<file path="src/hdl/agkf_pkg.sv">
`timescale 1ns / 1ps
// ----------------------------------------------------------------------------
// agkf_pkg
// Shared types, codes, reset values and saturation helpers for the two-state
// angle / gyro bias Kalman filter.
// ----------------------------------------------------------------------------
package agkf_pkg;

    localparam int VAL_W  = 32;   // Q16.16 angle and rate
    localparam int COV_W  = 48;   // Q8.40 covariance and gains
    localparam int CFG_W  = 32;   // Q8.24 configuration
    localparam int OPA_W  = 52;   // multiplier operand a (signed)
    localparam int SUM_W  = 50;   // width of saturating sums
    localparam int IDX_W  = 8;    // configuration index

    // configuration register indexes
    localparam logic [IDX_W-1:0] CFG_Q_ANGLE = 8'd0;
    localparam logic [IDX_W-1:0] CFG_Q_BIAS  = 8'd1;
    localparam logic [IDX_W-1:0] CFG_R_MEAS  = 8'd2;
    localparam logic [IDX_W-1:0] CFG_DT      = 8'd3;

    // configuration reset values
    localparam logic [CFG_W-1:0] RST_Q_ANGLE = 32'd167772;
    localparam logic [CFG_W-1:0] RST_Q_BIAS  = 32'd16777;
    localparam logic [CFG_W-1:0] RST_R_MEAS  = 32'd16777216;
    localparam logic [CFG_W-1:0] RST_DT      = 32'd83886;

    // 1.0 in Q8.40
    localparam logic [COV_W-1:0] COV_ONE = 48'h0100_0000_0000;

    typedef enum logic [1:0] {
        SEQ_IDLE,
        SEQ_LAUNCH,
        SEQ_WAIT,
        SEQ_OUT
    } t_seq_state;

    // bias is corrected before the angle so the innovation sees the predicted angle
    typedef enum logic [3:0] {
        OP_ANGLE_PRED,
        OP_P00_PRED,
        OP_P01_PRED,
        OP_P11_PRED,
        OP_K0,
        OP_K1,
        OP_P11_CORR,
        OP_P10_CORR,
        OP_P01_CORR,
        OP_P00_CORR,
        OP_BIAS_CORR,
        OP_ANGLE_CORR
    } t_op;

    typedef enum logic [1:0] {
        MUL_IDLE,
        MUL_RUN,
        MUL_RND,
        MUL_SAT
    } t_mul_state;

    typedef enum logic [1:0] {
        DIV_IDLE,
        DIV_RUN,
        DIV_SAT
    } t_div_state;

    // sh40: scale down by 2^40 (else 2^24); w40: saturate to 40 bits (else 48)
    typedef struct packed {
        logic start;
        logic sh40;
        logic w40;
    } t_mul_req;

    function automatic logic [VAL_W-1:0] f_sat32(input logic signed [SUM_W-1:0] v);
        logic signed [SUM_W-1:0] hi;
        logic signed [SUM_W-1:0] lo;
        hi = 50'sd2147483647;
        lo = -50'sd2147483648;
        if (v > hi) begin
            return 32'h7FFF_FFFF;
        end else if (v < lo) begin
            return 32'h8000_0000;
        end
        return v[VAL_W-1:0];
    endfunction

    function automatic logic [COV_W-1:0] f_sat48(input logic signed [SUM_W-1:0] v);
        logic signed [SUM_W-1:0] hi;
        logic signed [SUM_W-1:0] lo;
        hi = 50'sd140737488355327;
        lo = -50'sd140737488355328;
        if (v > hi) begin
            return 48'h7FFF_FFFF_FFFF;
        end else if (v < lo) begin
            return 48'h8000_0000_0000;
        end
        return v[COV_W-1:0];
    endfunction

endpackage

</file>
<file path="src/hdl/agkf_div.sv">
`timescale 1ns / 1ps
// ----------------------------------------------------------------------------
// agkf_div
// Restoring bit-serial divider: num * 2^40 / den, truncated toward zero,
// one quotient bit per cycle, saturated to 48 bits signed.
// ----------------------------------------------------------------------------
module agkf_div (
    input  logic                i_clk,
    input  logic                i_rst_n,
    input  logic                i_start,
    input  logic signed [47:0]  i_num,
    input  logic signed [49:0]  i_den,
    output logic                o_done,
    output logic [47:0]         o_res
);

    localparam logic [49:0] Q_LIM = 50'd140737488355328;

    agkf_pkg::t_div_state r_st, n_st;
    logic [6:0]   r_cnt, n_cnt;
    logic [87:0]  r_sr, n_sr;
    logic [48:0]  r_d, n_d;
    logic [49:0]  r_rem, n_rem;
    logic [49:0]  r_q, n_q;
    logic         r_ovf, n_ovf;
    logic         r_neg, n_neg;
    logic [47:0]  r_res, n_res;
    logic         r_done, n_done;

    logic [47:0]  s_nmag;
    logic [49:0]  s_dmag;
    logic [49:0]  s_rs;
    logic         s_ge;
    logic         s_big;
    logic [47:0]  s_mag;

    always_comb begin
        n_st   = r_st;
        n_cnt  = r_cnt;
        n_sr   = r_sr;
        n_d    = r_d;
        n_rem  = r_rem;
        n_q    = r_q;
        n_ovf  = r_ovf;
        n_neg  = r_neg;
        n_res  = r_res;
        n_done = 1'b0;
        s_nmag = i_num[47] ? 48'(-i_num) : 48'(i_num);
        s_dmag = i_den[49] ? 50'(-i_den) : 50'(i_den);
        s_rs   = {r_rem[48:0], r_sr[87]};
        s_ge   = s_rs >= {1'b0, r_d};
        s_big  = 1'b0;
        s_mag  = '0;
        unique case (r_st)
            agkf_pkg::DIV_IDLE: begin
                if (i_start) begin
                    n_sr  = {s_nmag, 40'd0};
                    n_d   = s_dmag[48:0];
                    n_rem = '0;
                    n_q   = '0;
                    n_ovf = 1'b0;
                    n_neg = i_num[47] ^ i_den[49];
                    n_cnt = 7'd87;
                    n_st  = agkf_pkg::DIV_RUN;
                end
            end
            agkf_pkg::DIV_RUN: begin
                n_rem = s_ge ? (s_rs - {1'b0, r_d}) : s_rs;
                n_sr  = r_sr << 1;
                // once past the limit the quotient is frozen and flagged
                if (r_q > Q_LIM) begin
                    n_ovf = 1'b1;
                end else begin
                    n_q = {r_q[48:0], s_ge};
                end
                n_cnt = r_cnt - 7'd1;
                if (r_cnt == 7'd0) begin
                    n_st = agkf_pkg::DIV_SAT;
                end
            end
            agkf_pkg::DIV_SAT: begin
                s_big  = r_ovf || (r_q >= Q_LIM);
                s_mag  = s_big ? (r_neg ? 48'h8000_0000_0000 : 48'h7FFF_FFFF_FFFF)
                               : r_q[47:0];
                n_res  = r_neg ? 48'(-s_mag) : s_mag;
                n_done = 1'b1;
                n_st   = agkf_pkg::DIV_IDLE;
            end
            default: begin
                n_st = agkf_pkg::DIV_IDLE;
            end
        endcase
    end

    always_ff @(posedge i_clk) begin
        if (!i_rst_n) begin
            r_st   <= agkf_pkg::DIV_IDLE;
            r_done <= 1'b0;
        end else begin
            r_st   <= n_st;
            r_done <= n_done;
        end
    end

    always_ff @(posedge i_clk) begin
        r_cnt <= n_cnt;
        r_sr  <= n_sr;
        r_d   <= n_d;
        r_rem <= n_rem;
        r_q   <= n_q;
        r_ovf <= n_ovf;
        r_neg <= n_neg;
        r_res <= n_res;
    end

    assign o_done = r_done;
    assign o_res  = r_res;

endmodule

</file>
<file path="config.mk">
export PLATFORM = sky130hd
export DESIGN_NAME = agkf_div
export DESIGN_NICKNAME = d
export VERILOG_FILES = /design/src/hdl/agkf_pkg.sv /design/src/hdl/agkf_div.sv
export SDC_FILE = /design/constraint.sdc
export NUM_CORES = 1
export LEC_CHECK = 0
export BUFFER_PORTS_ARGS = -buffer_cell sky130_fd_sc_hd__buf_4
export CELL_PAD_IN_SITES_DETAIL_PLACEMENT = 1
export CELL_PAD_IN_SITES_GLOBAL_PLACEMENT = 2
export CORE_ASPECT_RATIO = 0.6
export CORE_MARGIN = 4
export CORE_UTILIZATION = 38
export CTS_CLUSTER_DIAMETER = 30
export DETAILED_ROUTE_END_ITERATION = 8
export PLACE_DENSITY_LB_ADDON = 0.1
export RECOVER_POWER = 100
export SETUP_SLACK_MARGIN = 0.3
export SLEW_MARGIN = 20
export SYNTH_ARGS = -nofsm -noshare
export SYNTH_HDL_FRONTEND = slang
export SYNTH_SLANG_ARGS = --single-unit
export TNS_END_PERCENT = 20
</file>
<file path="constraint.sdc">
create_clock -name i_clk -period 9.4 [get_ports i_clk]
set_input_delay 0.47 -clock i_clk [delete_from_list [all_inputs] [get_ports i_clk]]
set_output_delay 0.47 -clock i_clk [all_outputs]
set_load 0.02 [all_outputs]
</file>
==> metrics.md <==
| Metric | Value |
|---|---|
| Result of the run | `complete, but fails checks` |
| Failing checks | `capacitance limit, slew limit` |
| Most common cell after layout, fill and taps aside | `edfxtp_1` |
| Netlist cell types | `68` |
| Setup repair bufs after CTS | `0` |
| Number of placed instances with taps included | `2,301` |
| Cell Pwr Density | `between 200 and 250 nW/um^2` |
| Final critical path time including I/O delays and setup | `~6.7 ns` |
| Count of max-cap constraint violations | `10` |
| Switching share of power | `a little under a third` |
| Number of flops mapped to enable cells by yosys | `between 200 and 300` |
| Total number of clock tree sinks | `between 200 and 300` |
| Average wire per cell in the routed design | `20.93 um` |
| Placement Rows | `between 50 and 60` |
| Vias/cell | `about 5.6` |
| Critical Setup Path Class | `reg2reg` |
| Aggregate global routing overflow | `0` |
| Via count of the first global-routing pass | `roughly 13,000` |
| Worst-Margin Slew | `between 3 and 4 ns` |
| Wire length of the first global-routing pass | `approximately 80,000 um` |
| Global placer's final weighted congestion | `between 0.8 and 0.9` |
| Area leader, netlist | `edfxtp_1` |
| Switching component of the power | `1.332 mW` |
| Final sum of negative setup slack | `0 ns` |
| Maximum clock insertion buffer count | `3` |
| Combinational share of power | `between 20% and 30%` |
| DRT iter0 DRCs | `1,027` |
| Placeable core area | `around 41,000 sq um` |
| Clk root buf | `clkbuf_16` |
| Overall die width | `between 200 and 300 um` |
| Number of buffers created by CTS | `53` |
| Critical Path Source Type | `flop` |
| Final hold vios | `0` |
| Filler instances | `between 4,000 and 5,000` |
| Port Buf Inserts | `between 100 and 150` |
| Detail Placement HPWL | `35,730 um` |
| Clock latency at the later pin of the worst-skew pair | `about 0.58 ns` |
| Net count after synthesis | `about 1,800` |
| Layout overhead on the synthesized area | `20.52%` |
| Static leakage power | `7.133 nW` |
| Synthesized area divided by synthesized cell count | `9.612 sq um` |
| VDD IR max | `~0.00012 V` |
| Pin count of the biggest net entering global routing | `84` |
| Fraction of power consumed by the clock network | `approximately 45%` |
| Clock tree from TritonCTS | `yes` |
| Fraction of final layout cells with drive strength greater than 1 | `a little under an eighth` |
| Worst hold-check path type | `in2reg` |
| Setup slack of the most critical reg-to-reg path | `between 2 and 3 ns` |
| Cells after synthesis | `about 1,700` |
| Overall power consumption | `~4.4 mW` |
| Clock slew at the register clock pins of the worst setup and hold paths | `around 0.050 ns` |
| Achievable Freq | `148.5 MHz` |
| Final Net Count | `1,952` |
| Area share of the largest cell type after synthesis | `between 40% and 50%` |
| Number of pins exceeding their max-slew limit in the final report | `486` |
| Unrepaired setup endpoints after global routing | `no` |
| Final ANT Viol Nets | `0` |
| Internal Pwr Total | `3.069 mW` |
| Biggest fanout along the worst timing path | `30` |
| Number of non-filler instances in the completed layout | `around 2,400` |
| Kind of end point of the critical path | `flop` |
| Routed Wire Length | `approximately 50,000 um` |
| Worst rel slew slack | `-151.2%` |
| Final setup violation count | `0` |
| Number of hold buffers added after cts | `0` |
| Sequential power share | `about a third` |
| Final period utilization | `71.64%` |
| Cell Area, Synth | `~16,000 sq um` |
| Register area | `around 7700 sq um` |
| Vertical extent of the die | `166.7 um` |
| I/O Pins | `150` |
| Combined global-route utilization of all metal layers | `a little over a fifth` |
| Synth top area cells | `edfxtp_1 48%, nand2_1 5.3%, o21ai_0 4.6%` |
| Min setup slack post-route | `between 2 and 3 ns` |
| Number of warnings issued by yosys | `0` |
| Worst slack, placed | `between 4 and 5 ns` |
| Required time of the critical path | `between 9 and 10 ns` |
| CTS resizes | `0` |
| Fraction of registers with async set or reset after synthesis | `0%` |
| Most common flop cell mapped by yosys | `edfxtp_1` |
| TritonRoute pass-1 iters | `5` |
| Count of H-tree levels built during CTS | `2` |
| Worst clock skew | `0.02161 ns` |
| Number of synthesized register bits | `~260` |
| Number of antenna violations at the first check in global routing | `4` |
| Worst EP arrival | `6.95 ns` |
| Sequential fraction of the synthesis area | `between 40% and 50%` |
| Post-Route Utilization | `between 40% and 50%` |
| Residual DRC count | `0` |
| Via count of the routed design | `about 13,000` |
| Starting density of the core | `38.95%` |
| Commonest cells after routing, fill and taps aside | `253 x edfxtp_1, 225 x nand2_1, 147 x o21ai_0` |
| Total die area | `45,410 sq um` |
| Multi-input gate area in the final layout | `7639 sq um` |
==> flip-flops by register name, summed over array words and instances (netlist names) <==
| name | count |
|---|---|
| r_q | 50 |
| r_d | 49 |
| r_rem | 49 |
| o_res | 48 |
| r_sr | 48 |
| r_cnt | 7 |
| r_st | 2 |
| o_done | 1 |
| r_neg | 1 |
| r_ovf | 1 |
==> per-stage QoR <==
step | cell area [sq um] | hold WS (ns)
final | 19220 | 0.1691
after global routing | 19220 | 0.1708
after CTS | 19510 | 0.1053
after detailed placement | 17610 | 0.5118
after global placement | 17610 | 0.5044
after floorplan | 15950 | 0.4963
==> cells in the mapped netlist, types with 4 or more instances <==
cell and instances:
a31oi_1 15, o21bai_1 9, or2_2 12, nor3_1 29, a21boi_0 5, o21ai_0 146, and3_1 9, nand4_1 15
o31ai_1 31, and4_1 6, clkbuf_1 75, a21o_1 14, and2_1 52, nand2_1 226, o41ai_1 15, a32o_1 4
o311ai_0 11, o211ai_1 4, nand3_1 20, o21a_1 4, or3_1 32, a211oi_1 22, nor2b_1 11, a21oi_1 130
nand2b_1 16, nor2_1 95, or4_1 20, inv_1 86, nor4_1 19, o22ai_1 4, buf_1 6, xor2_1 76
edfxtp_1 253, xnor2_1 76, ha_1 54
==> final timing paths <==
path / from / endpoint / depth (start not counted)
setup / recovery: r_q[6] / r_q[38] / 10
setup reg to reg: r_q[6] / r_q[38] / 10
hold reg to reg: r_sr[76] / r_sr[77] / 2
hold / removal: i_rst_n / r_st[0] / 2
==> power groups by stage <==
stage               registers, mW  logic (mW)  clock network [mW]
detailed placement           1.49       0.909                   0
global route                 1.49        1.03                2.10
CTS                          1.47       0.919                2.04
floorplan                    1.47       0.625                   0
global placement             1.49       0.896                   0
finish                       1.48       0.926                2.00
==> area by class of cell <==
| class | count | share of cell area (%) |
|---|---|---|
| diodes | 3 | 0.03906 |
| inverters | 87 | 1.706 |
| flip-flops and latches | 256 | 39.84 |
| repair buffers | 163 | 5.156 |
| clock buffers | 59 | 7.129 |
| clock inverters | 41 | 2.734 |
| multi-input cells | 1235 | 39.75 |
| well taps | 560 | 3.646 |
==> critical path, stage by stage (launching register included) <==
cell and delay (ns):
edfxtp_1 0.46, or3_1 0.51, nor3_1 0.61, nand2_1 0.16, or3_1 0.39, or3_1 0.36, nor3_1 0.52, nand4_1 0.17
a211o_1 0.33, o21ai_0 2.16, buf_4 0.68
==> per-layer routing <==
| layer | GRT usage [%] | wire [um] | vias to the layer above |
|---|---|---|---|
| li1 | - | - | 6363 |
| met5 | 0 | 0 | - |
| met1 | 36.11 | 27070 | 6647 |
| met3 | 4.156 | 3143 | 53 |
| met2 | 28.63 | 19490 | 344 |
| met4 | 4.292 | 629 | 0 |
==> cell families after synthesis <==
family	synth area share, %
flops	48.02
xor+xnor	8.348
mux	0.1883
buf+inv	3.954
simple gates	17.89
compound gates	17.24
fa+ha+maj	4.363
Note: power is estimated with default switching activity, not from simulation.
